### src/hw/rtl/psched_pkg.sv
// Shared constants and controller/datapath interface types of the stride scheduler.
package psched_pkg;

  localparam int unsigned FIELD_W          = 16;
  localparam int unsigned SLOT_FIELD_W     = 3;
  localparam int unsigned PASS_W           = 48;
  localparam int unsigned IDX_EXT_W        = 7;
  localparam int unsigned STRIDE_NUMERATOR = 10000;
  localparam int unsigned NUMERATOR_W      = 14;
  localparam int unsigned S_TDATA_W        = 56;
  localparam int unsigned M_TDATA_W        = 56;

  localparam logic [PASS_W-1:0] PASS_MAX = {PASS_W{1'b1}};

  localparam logic OP_TICK = 1'b0;
  localparam logic OP_LOAD = 1'b1;

  typedef struct packed {
    logic capture;
    logic load_write;
    logic scan_step;
    logic final_write;
    logic out_load;
  } cmd_t;

  typedef struct packed {
    logic div_done;
    logic scan_last;
  } status_t;

endpackage

### src/hw/rtl/psched_div.sv
// Restoring divider: constant numerator scaled by the fraction bits over a 16-bit weight.
module psched_div #(
  parameter int unsigned FRAC_BITS = 8
) (
  input  logic                                         clk_i,
  input  logic                                         rst_ni,
  input  logic                                         start_i,
  input  logic [psched_pkg::FIELD_W-1:0]               divisor_i,
  output logic [psched_pkg::NUMERATOR_W+FRAC_BITS-1:0] quotient_o,
  output logic                                         done_o
);

  localparam int unsigned NUM_W = psched_pkg::NUMERATOR_W + FRAC_BITS;
  localparam int unsigned CNT_W = $clog2(NUM_W);
  localparam logic [NUM_W-1:0] NUMERATOR =
    NUM_W'(psched_pkg::STRIDE_NUMERATOR) << FRAC_BITS;

  logic                               busy_q;
  logic                               done_q;
  logic [CNT_W-1:0]                   cnt_q;
  logic [NUM_W-1:0]                   num_q;
  logic [NUM_W-1:0]                   quo_q;
  logic [psched_pkg::FIELD_W-1:0]     rem_q;
  logic [psched_pkg::FIELD_W-1:0]     div_q;
  logic [psched_pkg::FIELD_W:0]       rem_sh;
  logic [psched_pkg::FIELD_W:0]       rem_sub;
  logic                               fits;

  assign rem_sh  = {rem_q, num_q[NUM_W-1]};
  assign fits    = rem_sh >= {1'b0, div_q};
  assign rem_sub = rem_sh - {1'b0, div_q};

  always_ff @(posedge clk_i or negedge rst_ni) begin
    if (!rst_ni) begin
      busy_q <= 1'b0;
      done_q <= 1'b0;
      cnt_q  <= '0;
    end else begin
      done_q <= 1'b0;
      if (start_i) begin
        busy_q <= 1'b1;
        cnt_q  <= '0;
      end else if (busy_q) begin
        cnt_q <= cnt_q + CNT_W'(1);
        if (cnt_q == CNT_W'(NUM_W - 1)) begin
          busy_q <= 1'b0;
          done_q <= 1'b1;
        end
      end
    end
  end

  // one quotient bit per cycle, most significant first
  always_ff @(posedge clk_i) begin
    if (start_i) begin
      num_q <= NUMERATOR;
      quo_q <= '0;
      rem_q <= '0;
      div_q <= divisor_i;
    end else if (busy_q) begin
      num_q <= {num_q[NUM_W-2:0], 1'b0};
      quo_q <= {quo_q[NUM_W-2:0], fits};
      rem_q <= fits ? rem_sub[psched_pkg::FIELD_W-1:0] : rem_sh[psched_pkg::FIELD_W-1:0];
    end
  end

  assign quotient_o = quo_q;
  assign done_o     = done_q;

endmodule

### src/hw/rtl/psched_datapath.sv
// Slot store, release and minimum-pass scan, pass update and stride division.
module psched_datapath #(
  parameter int unsigned TASK_SLOTS           = 8,
  parameter int unsigned STRIDE_FRACTION_BITS = 8
) (
  input  logic                                  clk_i,
  input  logic                                  rst_ni,
  input  psched_pkg::cmd_t                      cmd_i,
  output psched_pkg::status_t                   status_o,
  input  logic                                  req_op_i,
  input  logic [psched_pkg::SLOT_FIELD_W-1:0]   req_slot_i,
  input  logic [psched_pkg::FIELD_W-1:0]        req_budget_i,
  input  logic [psched_pkg::FIELD_W-1:0]        req_period_i,
  input  logic [psched_pkg::FIELD_W-1:0]        req_weight_i,
  output logic                                  res_ran_o,
  output logic [psched_pkg::SLOT_FIELD_W-1:0]   res_slot_o,
  output logic [psched_pkg::PASS_W-1:0]         res_pass_o
);

  localparam int unsigned SLOT_W   = (TASK_SLOTS > 1) ? $clog2(TASK_SLOTS) : 1;
  localparam int unsigned CNT_W    = $clog2(TASK_SLOTS + 1);
  localparam int unsigned STRIDE_W = psched_pkg::NUMERATOR_W + STRIDE_FRACTION_BITS;
  localparam int unsigned FW       = psched_pkg::FIELD_W;
  localparam int unsigned PW       = psched_pkg::PASS_W;

  typedef struct packed {
    logic [FW-1:0]       budget;
    logic [FW-1:0]       period;
    logic [STRIDE_W-1:0] stride;
    logic [FW-1:0]       left;
    logic [FW-1:0]       phase;
    logic [PW-1:0]       pass;
  } entry_t;

  entry_t                          mem_q [TASK_SLOTS];
  entry_t                          rd_data_q;
  entry_t                          best_q;
  entry_t                          upd;
  entry_t                          fin;
  entry_t                          load_entry;
  entry_t                          wr_data;
  logic                            wr_en;
  logic [SLOT_W-1:0]               wr_addr;
  logic [SLOT_W-1:0]               rd_addr;
  logic                            rd_issue;

  logic [psched_pkg::SLOT_FIELD_W-1:0] slot_q;
  logic [FW-1:0]                   budget_q;
  logic [FW-1:0]                   period_q;
  logic [FW-1:0]                   weight_q;
  logic [TASK_SLOTS-1:0]           enabled_q;
  logic [CNT_W-1:0]                rd_idx_q;
  logic                            proc_valid_q;
  logic [SLOT_W-1:0]               proc_idx_q;
  logic                            best_valid_q;
  logic [SLOT_W-1:0]               best_idx_q;

  logic [psched_pkg::IDX_EXT_W-1:0] slot_ext;
  logic [psched_pkg::IDX_EXT_W-1:0] best_ext;
  logic [SLOT_W-1:0]               load_addr;
  logic                            in_range;
  logic                            tick_start;
  logic [STRIDE_W-1:0]             stride;
  logic                            div_done;
  logic                            cur_en;
  logic [FW:0]                     phase_inc;
  logic                            take;
  logic [PW:0]                     pass_sum;

  psched_div #(
    .FRAC_BITS (STRIDE_FRACTION_BITS)
  ) u_div (
    .clk_i      (clk_i),
    .rst_ni     (rst_ni),
    .start_i    (cmd_i.capture && (req_op_i == psched_pkg::OP_LOAD)),
    .divisor_i  (req_weight_i),
    .quotient_o (stride),
    .done_o     (div_done)
  );

  assign tick_start = cmd_i.capture && (req_op_i == psched_pkg::OP_TICK);
  assign slot_ext   = psched_pkg::IDX_EXT_W'(slot_q);
  assign load_addr  = slot_ext[SLOT_W-1:0];
  assign in_range   = slot_ext < psched_pkg::IDX_EXT_W'(TASK_SLOTS);
  assign rd_issue   = cmd_i.scan_step && (rd_idx_q < CNT_W'(TASK_SLOTS));
  assign rd_addr    = rd_idx_q[SLOT_W-1:0];

  // release and phase advance of the entry under scan
  assign cur_en    = enabled_q[proc_idx_q];
  assign phase_inc = {1'b0, rd_data_q.phase} + (FW+1)'(1);

  always_comb begin
    upd = rd_data_q;
    if (rd_data_q.phase == '0) begin
      upd.left = rd_data_q.budget;
    end
    upd.phase = (phase_inc >= {1'b0, rd_data_q.period}) ? '0 : phase_inc[FW-1:0];
  end

  assign take = proc_valid_q && cur_en && (upd.left != '0) &&
                (!best_valid_q || (rd_data_q.pass < best_q.pass));

  // charge the winner: one budget unit and its stride, saturating
  assign pass_sum = {1'b0, best_q.pass} + (PW+1)'(best_q.stride);

  always_comb begin
    fin      = best_q;
    fin.left = best_q.left - FW'(1);
    fin.pass = (pass_sum >= {1'b0, psched_pkg::PASS_MAX}) ? psched_pkg::PASS_MAX
                                                          : pass_sum[PW-1:0];
  end

  always_comb begin
    load_entry        = '0;
    load_entry.budget = budget_q;
    load_entry.period = period_q;
    load_entry.stride = stride;
  end

  always_comb begin
    wr_en   = 1'b0;
    wr_addr = proc_idx_q;
    wr_data = upd;
    priority if (cmd_i.load_write) begin
      wr_en   = in_range;
      wr_addr = load_addr;
      wr_data = load_entry;
    end else if (cmd_i.final_write) begin
      wr_en   = best_valid_q;
      wr_addr = best_idx_q;
      wr_data = fin;
    end else if (proc_valid_q && cur_en) begin
      wr_en = 1'b1;
    end
  end

  always_ff @(posedge clk_i) begin
    if (wr_en) begin
      mem_q[wr_addr] <= wr_data;
    end
    if (rd_issue) begin
      rd_data_q <= mem_q[rd_addr];
    end
  end

  always_ff @(posedge clk_i) begin
    if (cmd_i.capture) begin
      slot_q   <= req_slot_i;
      budget_q <= req_budget_i;
      period_q <= req_period_i;
      weight_q <= req_weight_i;
    end
    if (take) begin
      best_q     <= upd;
      best_idx_q <= proc_idx_q;
    end
    if (rd_issue) begin
      proc_idx_q <= rd_addr;
    end
  end

  always_ff @(posedge clk_i or negedge rst_ni) begin
    if (!rst_ni) begin
      enabled_q    <= '0;
      rd_idx_q     <= '0;
      proc_valid_q <= 1'b0;
      best_valid_q <= 1'b0;
    end else begin
      if (cmd_i.load_write && in_range) begin
        enabled_q[load_addr] <= (weight_q != '0) && (period_q != '0);
      end
      if (tick_start) begin
        rd_idx_q     <= '0;
        proc_valid_q <= 1'b0;
        best_valid_q <= 1'b0;
      end else begin
        proc_valid_q <= rd_issue;
        if (rd_issue) begin
          rd_idx_q <= rd_idx_q + CNT_W'(1);
        end
        if (take) begin
          best_valid_q <= 1'b1;
        end
      end
    end
  end

  assign best_ext   = psched_pkg::IDX_EXT_W'(best_idx_q);
  assign res_ran_o  = best_valid_q;
  assign res_slot_o = best_valid_q ? best_ext[psched_pkg::SLOT_FIELD_W-1:0] : '0;
  assign res_pass_o = best_valid_q ? best_q.pass : '0;

  assign status_o.div_done  = div_done;
  assign status_o.scan_last = proc_valid_q && (proc_idx_q == SLOT_W'(TASK_SLOTS - 1));

endmodule

### src/hw/rtl/psched_ctrl.sv
// Sequencing state machine for load and tick requests.
module psched_ctrl (
  input  logic                clk_i,
  input  logic                rst_ni,
  input  logic                req_valid_i,
  input  logic                req_op_i,
  input  logic                out_free_i,
  input  psched_pkg::status_t status_i,
  output psched_pkg::cmd_t    cmd_o,
  output logic                req_ready_o
);

  typedef enum logic [1:0] {
    ST_IDLE,
    ST_DIV,
    ST_SCAN,
    ST_FINAL
  } state_e;

  state_e state_q;

  always_ff @(posedge clk_i or negedge rst_ni) begin
    if (!rst_ni) begin
      state_q <= ST_IDLE;
    end else begin
      unique case (state_q)
        ST_IDLE: begin
          if (req_valid_i) begin
            state_q <= (req_op_i == psched_pkg::OP_LOAD) ? ST_DIV : ST_SCAN;
          end
        end
        ST_DIV: begin
          if (status_i.div_done) begin
            state_q <= ST_IDLE;
          end
        end
        ST_SCAN: begin
          if (status_i.scan_last) begin
            state_q <= ST_FINAL;
          end
        end
        ST_FINAL: begin
          if (out_free_i) begin
            state_q <= ST_IDLE;
          end
        end
        default: state_q <= ST_IDLE;
      endcase
    end
  end

  always_comb begin
    cmd_o             = '0;
    cmd_o.capture     = (state_q == ST_IDLE) && req_valid_i;
    cmd_o.load_write  = (state_q == ST_DIV) && status_i.div_done;
    cmd_o.scan_step   = (state_q == ST_SCAN);
    cmd_o.final_write = (state_q == ST_FINAL) && out_free_i;
    cmd_o.out_load    = (state_q == ST_FINAL) && out_free_i;
  end

  assign req_ready_o = (state_q == ST_IDLE);

endmodule

### src/hw/rtl/periodic_stride_scheduler.sv
// Top level of the periodic stride scheduler: request and result channels.
// A tick result reaches the output register after the one-slot-a-cycle scan through the slot
// store, which reads one slot while it writes back another, and the next request is taken once
// that result is loaded. A load request is paced by the one-bit-a-cycle stride divider and
// gives no result.
// One request is worked on at a time; a finished result waits in the output register.
// Reset clears all enable bits and the control state; slot contents need no clearing.
module periodic_stride_scheduler #(
  parameter int unsigned TASK_SLOTS           = 8,
  parameter int unsigned STRIDE_FRACTION_BITS = 8
) (
  input  logic                              clk_i,
  input  logic                              rst_ni,
  // request channel
  input  logic                              s_axis_tvalid,
  output logic                              s_axis_tready,
  // tdata, low bit up: slot_index[3], exec_budget[16], release_period[16],
  // share_weight[16], zero fill[5]
  input  logic [psched_pkg::S_TDATA_W-1:0]  s_axis_tdata,
  // tuser: op (0 tick, 1 load)
  input  logic                              s_axis_tuser,
  // result channel
  output logic                              m_axis_tvalid,
  input  logic                              m_axis_tready,
  // tdata, low bit up: chosen_slot[3], chosen_pass[48], zero fill[5]
  output logic [psched_pkg::M_TDATA_W-1:0]  m_axis_tdata,
  // tuser: ran_task
  output logic                              m_axis_tuser
);

  localparam int unsigned FW = psched_pkg::FIELD_W;
  localparam int unsigned SW = psched_pkg::SLOT_FIELD_W;
  localparam int unsigned PW = psched_pkg::PASS_W;

  psched_pkg::cmd_t    cmd;
  psched_pkg::status_t status;

  logic [SW-1:0] req_slot;
  logic [FW-1:0] req_budget;
  logic [FW-1:0] req_period;
  logic [FW-1:0] req_weight;
  logic          res_ran;
  logic [SW-1:0] res_slot;
  logic [PW-1:0] res_pass;
  logic          out_free;

  logic          m_valid_q;
  logic          m_ran_q;
  logic [SW-1:0] m_slot_q;
  logic [PW-1:0] m_pass_q;

  // unpack the request fields
  assign req_slot   = s_axis_tdata[SW-1:0];
  assign req_budget = s_axis_tdata[SW+FW-1:SW];
  assign req_period = s_axis_tdata[SW+2*FW-1:SW+FW];
  assign req_weight = s_axis_tdata[SW+3*FW-1:SW+2*FW];

  // the output register may take a new result when empty or being drained
  assign out_free = !m_valid_q || m_axis_tready;

  psched_ctrl u_ctrl (
    .clk_i       (clk_i),
    .rst_ni      (rst_ni),
    .req_valid_i (s_axis_tvalid),
    .req_op_i    (s_axis_tuser),
    .out_free_i  (out_free),
    .status_i    (status),
    .cmd_o       (cmd),
    .req_ready_o (s_axis_tready)
  );

  psched_datapath #(
    .TASK_SLOTS           (TASK_SLOTS),
    .STRIDE_FRACTION_BITS (STRIDE_FRACTION_BITS)
  ) u_datapath (
    .clk_i        (clk_i),
    .rst_ni       (rst_ni),
    .cmd_i        (cmd),
    .status_o     (status),
    .req_op_i     (s_axis_tuser),
    .req_slot_i   (req_slot),
    .req_budget_i (req_budget),
    .req_period_i (req_period),
    .req_weight_i (req_weight),
    .res_ran_o    (res_ran),
    .res_slot_o   (res_slot),
    .res_pass_o   (res_pass)
  );

  // hold the result until the consumer takes it
  always_ff @(posedge clk_i or negedge rst_ni) begin
    if (!rst_ni) begin
      m_valid_q <= 1'b0;
    end else if (cmd.out_load) begin
      m_valid_q <= 1'b1;
    end else if (m_axis_tready) begin
      m_valid_q <= 1'b0;
    end
  end

  always_ff @(posedge clk_i) begin
    if (cmd.out_load) begin
      m_ran_q  <= res_ran;
      m_slot_q <= res_slot;
      m_pass_q <= res_pass;
    end
  end

  assign m_axis_tvalid = m_valid_q;
  assign m_axis_tuser  = m_ran_q;
  assign m_axis_tdata  = {{(psched_pkg::M_TDATA_W - SW - PW){1'b0}}, m_pass_q, m_slot_q};

endmodule

### config.mk
export PLATFORM = sky130hd
export DESIGN_NAME = periodic_stride_scheduler
export DESIGN_NICKNAME = d
export VERILOG_FILES = /design/src/hw/rtl/psched_pkg.sv /design/src/hw/rtl/psched_div.sv /design/src/hw/rtl/psched_datapath.sv /design/src/hw/rtl/psched_ctrl.sv /design/src/hw/rtl/periodic_stride_scheduler.sv
export SDC_FILE = /design/constraint.sdc
export NUM_CORES = 2
export LEC_CHECK = 0
export BUFFER_PORTS_ARGS = -buffer_cell sky130_fd_sc_hd__buf_2
export CORE_MARGIN = 2
export CORE_UTILIZATION = 58
export CTS_CLUSTER_SIZE = 20
export DETAILED_ROUTE_END_ITERATION = 10
export GPL_TIMING_DRIVEN = 1
export PLACE_DENSITY = 0.76
export SKIP_CTS_REPAIR_TIMING = 1
export SYNTH_ARGS = -nofsm -noshare
export SYNTH_HDL_FRONTEND = slang
export SYNTH_SLANG_ARGS = --single-unit
### constraint.sdc
create_clock -name clk_i -period 13.23 [get_ports clk_i]
set_clock_uncertainty 0.1 [all_clocks]
set_input_delay 2.646 -clock clk_i [delete_from_list [all_inputs] [get_ports clk_i]]
set_output_delay 2.646 -clock clk_i [all_outputs]
set_load 0.005 [all_outputs]
Word level (Yosys, flattened, before mapping)
Memory sizes are Yosys's and may differ from the RTL's. A register that Yosys moved wholly into a read port is not among the register bits.
Cells that the tools add are included.
Word-level totals
  memories kept: 1
  memory bits (writable): 1072
  logic and storage cells: 120
  latch bits: 0
  ROM bits: 0
  register bits after elaboration: 331
Cells by class
  bitwise gates (word level): 1
  $mul: 0
  eq/ne operators: 9
  reductions and logical operators: 27
  magnitude comparators: 9
  multiplexer cells: 39
  divide/modulo/power cells: 0
  add/sub/neg operators: 6
  shifts and indexed selects: 0
Memory list
  u_datapath.mem_q: depth 8, width 134, rd ports 1, clocked after memory_dff 1, write ports 1, RTL line psched_datapath.sv:35  | entry_t mem_q [TASK_SLOTS];
Operator list (number)
  134-bit 2-to-1 mux: 2
  48-bit by 22-bit adder with 49-bit output: 1
  49-bit by 48-bit greater-or-equal comparator with 1-bit output, second input constant: 1
  48-bit < comparator: 1
  16-bit 2-to-1 mux: 3
  48-bit 2-to-1 mux: 1
  16-bit nonzero test: 3
  17-bit by 16-bit greater-or-equal comparator with 1-bit output: 2
  1-bit 2-to-1 mux: 18
  16-bit by 1-bit adder with 17-bit output, second input constant: 1
  16-bit logical NOT: 1
  16-bit by 1-bit subtractor with 16-bit output, second input constant: 1
  16-bit subtractor: 1
  1-bit logical AND: 13
  3-bit by 4-bit < comparator with 1-bit output, second input constant: 3
  2-bit 2-to-1 mux: 5
  5-bit 2-to-1 mux: 2
  8-bit bitwise mux: 1
  4-bit 2-to-1 mux: 2
  2-bit one-hot mux with 4 select lines: 1
  2-bit nonzero test: 4
  3-bit 2-to-1 mux: 2
  5-bit by 1-bit adder with 5-bit output, second input constant: 1
  5-bit == test, second input constant: 1
  other kinds (15): 20

Logic depth before layout (Yosys ltp)
  depth in word-level cells: 8
  mapped depth: 18

Modules after synthesis
From an unflattened synthesis, not the netlist that was laid out.
Unflattened totals
  cells, all modules: 3478
  area total of the unflattened synthesis: 63189.4 um^2
Modules (own cells, without submodules)
  psched_datapath: sequential area each 42300.6 um^2, times used 1, cells an instance 3019, area an instance 57691.6 um^2
  psched_div: sequential area each 1616.6 um^2, times used 1, cells an instance 380, area an instance 3704.8 um^2
  periodic_stride_scheduler: sequential area each 1586.5 um^2, times used 1, cells an instance 61, area an instance 1650.3 um^2
  psched_ctrl: sequential area each 50.0 um^2, times used 1, cells an instance 18, area an instance 142.6 um^2

Least setup slack after synthesis
Ideal clock, no wire load.
  path kind: input port to flip-flop
  start point: input port m_axis_tready
  end point: memory u_datapath.mem_q[0][0] (netlist name) (enable)
  data required time: 12339 ps
  library setup time: 791 ps
  stages on the path: 7
  buffers on the path: 0
  path slack: -381 ps
  data arrival time: 12720 ps
  cells stage by stage: nand2b_1 > nand3_1 > inv_2 > nor2_1 > a211oi_1 > or2_2 > nor3_1
On the way
  cells in the longest elaborated chain, start to end: 6
  elaborated cells between the ends (all ways): 8
  those cells by class: mux (6); reduce/logical (2)
RTL lines
  from (decl): RTL line periodic_stride_scheduler.sv:24  | input logic m_axis_tready,
  1-bit logical OR (*): RTL line periodic_stride_scheduler.sv:59  | assign out_free = !m_valid_q || m_axis_tready;
  1-bit logical AND (*): RTL line psched_ctrl.sv:57  | cmd_o.final_write = (state_q == ST_FINAL) && out_free_i;
  1-bit 2-to-1 mux: RTL line psched_datapath.sv:128  | end else if (cmd_i.final_write) begin
  1-bit 2-to-1 mux: RTL line psched_datapath.sv:124  | priority if (cmd_i.load_write) begin
  1-bit 2-to-1 mux: RTL line psched_datapath.sv:138  | if (wr_en) begin
  1-bit 2-to-1 mux (not written as such): RTL line psched_datapath.sv:139  | mem_q[wr_addr] <= wr_data;
  to (decl): RTL line psched_datapath.sv:35
Every way passes the cells marked *; elsewhere a longest branch is shown, timed or not.

Final worst setup path
  start point: input port m_axis_tready
  end point: memory u_datapath.mem_q[5][29] (netlist name) (enable)
Same word-level chain as after synthesis.

==> impl_metrics.json <==
{
  "outcome": "finished clean",
  "worstHoldEndpoint": "u_datapath.best_q[101]",
  "slew_violations": 0,
  "clkLatencyLatePin_ns": 0.76,
  "cp-startpoint": "m_axis_tready",
  "start_util": 0.583,
  "layout.nets": 3788,
  "hold_viol": 0,
  "ys.warnings.count": 0,
  "rsz0062_at_grt": "false",
  "gp_congestion": 0.816,
  "switching_power_mw": 3.32,
  "max_slew.worst_pin.slew_ns": 1.11,
  "r2r-end": "u_datapath.best_q[121]",
  "ir_worst_vdd_uv": 168,
  "async_flop_share": 0.0156,
  "io_buffers": 109,
  "syn_avg_cell_area_um2": 17.9,
  "drt_iter0_markers": 3232,
  "swShare": 0.259,
  "wire_per_inst_um": 25.8,
  "cp_data_required_time_ns": 13.49,
  "ys_seq_area_frac": 0.734,
  "syn-cell-area_um2": 62100,
  "antenna_found_initial": 3,
  "synthToLayoutAreaGrowth_pct": 11.6,
  "intPower_mw": 9.48,
  "layout_min_cycle_time_ns": 6.04,
  "fmax_ghz": 0.165,
  "hold_start": "u_datapath.rd_data_q[101]",
  "multi_input_area_um2": 15600,
  "grt_pass1_wl_mm": 201,
  "hpwl_mm": 71.6,
  "min_path_cells": 0,
  "clkTransAtPathRegs_ns": 0.06,
  "die_h_um": 331,
  "hold_path_class": "reg -> reg",
  "wl_mm": 132,
  "clock-sinks": 1537,
  "final_area_um2": 69300,
  "grt_max_degree": 136,
  "route.detailed.drc": 0,
  "cts_tree": "yes",
  "path_delay_family": "simple AND/OR/NAND/NOR gates",
  "reg2regPathDepth": 11,
  "seqPwrFrac": 0.472,
  "critPathMaxFanout": 108,
  "crit_type": "in -> reg",
  "synth_cell_types": 78,
  "synth-seq-cells": 1537,
  "core-area_um2": 107000,
  "comb_power_share": 0.196,
  "grt_usage": 0.243,
  "rrSetupSlack_ns": 7.68,
  "grt_overflow_total": 0,
  "pwr-share-clk": 0.332,
  "dr.pass1.iters": 8,
  "path_buf_inv": 3,
  "crit_cells": 9,
  "grt_pass1_vias": 33300,
  "maxCapViolCount": 0,
  "p_leak_nw": 23.1,
  "ys.flop_type": "edfxtp_1",
  "clockBufferDepth": 3,
  "netlist_instances": 3467,
  "slew_headroom": 0.259,
  "via_count": 32100,
  "rows": 120,
  "r2r_start": "u_datapath.rd_data_q[15]",
  "p_per_area_nw_per_um2": 185,
  "synth_edf_count": 1465,
  "via_per_inst": 6.24,
  "worst_path_most_repeated_cell": "nand2b_1",
  "placed_area_um2": 64300,
  "post-route-period-util": 0.457,
  "drive_above_1_share": 0.222,
  "final_antenna_net_count": 0,
  "crit_chain": "buf_2, nand2b_1, nand3_4, buf_4, nand2_1, a31oi_1, nand2b_1, nor2_4, buf_12",
  "slowest_stage": "nor2_4",
  "dieArea_um2": 110000,
  "worst_setup_path_start_kind": "input port",
  "cts-root-buf": "clkbuf_16",
  "htreeDepth": 4,
  "fillCellCount": 7000,
  "cp-end-kind": "register",
  "setup_tns_ns": 0,
  "regArea_um2": 45600,
  "max_stage_delay_ns": 0.91,
  "numCtsBuffers": 151,
  "io_pins": 120,
  "finalSetupViolations": 0,
  "dieWidth_um": 331,
  "worstPathArrival_ns": 6.30
}
worst max path at each step:
stage                                          to  slack [ns]
after global placement    u_datapath.mem_q[5][19]        6.49
after detailed placement  u_datapath.mem_q[4][19]        6.51
final                     u_datapath.mem_q[5][29]        7.19
after CTS                 u_datapath.mem_q[5][34]        7.22
after global routing      u_datapath.mem_q[5][29]        7.01
after floorplan            u_datapath.mem_q[6][0]        3.10
per-layer routing:
metal / up-vias / GRT usage / wire length (um) / share of wire
li1: 14000 / - / - / -
met1: 16600 / 0.327 / 52400 / 0.40
met2: 1297 / 0.408 / 67100 / 0.51
met3: 235 / 0.0313 / 8620 / 0.065
met4: 0 / 0.0948 / 4390 / 0.033
met5: - / 0 / 0 / 0
synth_stat cells, types with 31 or more instances:
library cell	count	area share
a21oi_1	112	0.0090
a31oi_1	60	0.0060
buf_1	34	0.0021
clkbuf_1	113	0.0068
dfxtp_1	48	0.015
edfxtp_1	1465	0.71
ha_1	107	0.022
inv_1	127	0.0077
mux2_2	146	0.026
mux2i_1	49	0.0079
mux4_2	270	0.098
nand2_1	189	0.011
nand4_1	31	0.0031
nor2_1	227	0.014
o21ai_0	116	0.0093
xnor2_1	54	0.0076
cell families after synthesis:
| kind of cell | count (synthesis) | synth area share |
|---|---|---|
| flops | 1537 | 0.734 |
| simple gates | 589 | 0.0433 |
| mux | 466 | 0.133 |
| compound gates | 398 | 0.0392 |
| buf+inv | 286 | 0.0177 |
| fa+ha+maj | 109 | 0.0222 |
| xor+xnor | 81 | 0.0114 |
| other cells | 1 | 0.0000604 |
per-stage QoR:
step,hold WS [ns],cells,setup WS (ns),total power [mW],util
after floorplan,0.323,3471,3.10,8.04,-
after global placement,0.329,4868,6.49,8.59,0.604
after detailed placement,0.335,4868,6.51,8.66,0.604
after CTS,0.339,5142,7.22,12.9,0.650
after global routing,0.361,5142,7.01,13.3,0.650
final,0.341,5143,7.19,12.8,0.650
state kept, by name, indices dropped and copies added (netlist names), 2 cells and up:
name                         flops
u_datapath.u_div.num_q          10
u_datapath.best_q              134
u_datapath.rd_data_q           134
m_pass_q                        48
u_datapath.budget_q             16
u_datapath.proc_idx_q            3
u_datapath.enabled_q             8
u_datapath.mem_q              1072
u_datapath.u_div.rem_q          16
u_datapath.u_div.cnt_q           5
u_datapath.weight_q             16
u_datapath.period_q             16
u_datapath.u_div.div_q          16
u_datapath.rd_idx_q              4
u_datapath.best_idx_q            3
u_datapath.load_addr             3
u_ctrl.state_q                   2
u_datapath.u_div.quotient_o     22
m_slot_q                         3
final cells by class:
cell class,count,share of cell area
Sequential cell,1537,0.658
Multi-Input combinational cell,1648,0.225
Clock buffer,186,0.0575
Tap cell,1403,0.0253
Timing Repair Buffer,152,0.0140
Clock inverter,88,0.0137
Inverter,128,0.00708
Antenna cell,1,0.0000361
layout by cell type, fill, tap and decap left out, types with 8 or more instances in the layout:
cell type and count:
nor4_1 19, xnor2_1 54, and2_1 8, mux4_2 270, nor2b_1 13, clkbuf_1 31, clkbuf_16 154, dfrtp_1 20
clkinv_1 30, clkinv_2 25, xor2_1 27, nor2_1 220, ha_1 107, nand4_1 31, bufinv_16 15, nand2_1 189
a31oi_1 60, dfxtp_1 48, a211oi_1 28, a21o_1 27, buf_4 35, mux2i_1 49, inv_1 124, mux2_2 146
buf_12 8, nor3_1 20, nand3_1 27, o21ai_0 116, nand2b_1 15, buf_2 109, a21oi_1 111, edfxtp_1 1465
power groups by stage:
stage                     Sequential (mW)  Clock [mW]  Combinational, mW
final                                6.05        4.25               2.51
after global routing                 6.07        4.49               2.72
after CTS                            6.05        4.31               2.53
after detailed placement             6.15           0               2.51
after global placement               6.14           0               2.45
after floorplan                      6.02           0               2.02
Power figures use the tool's default switching activity.
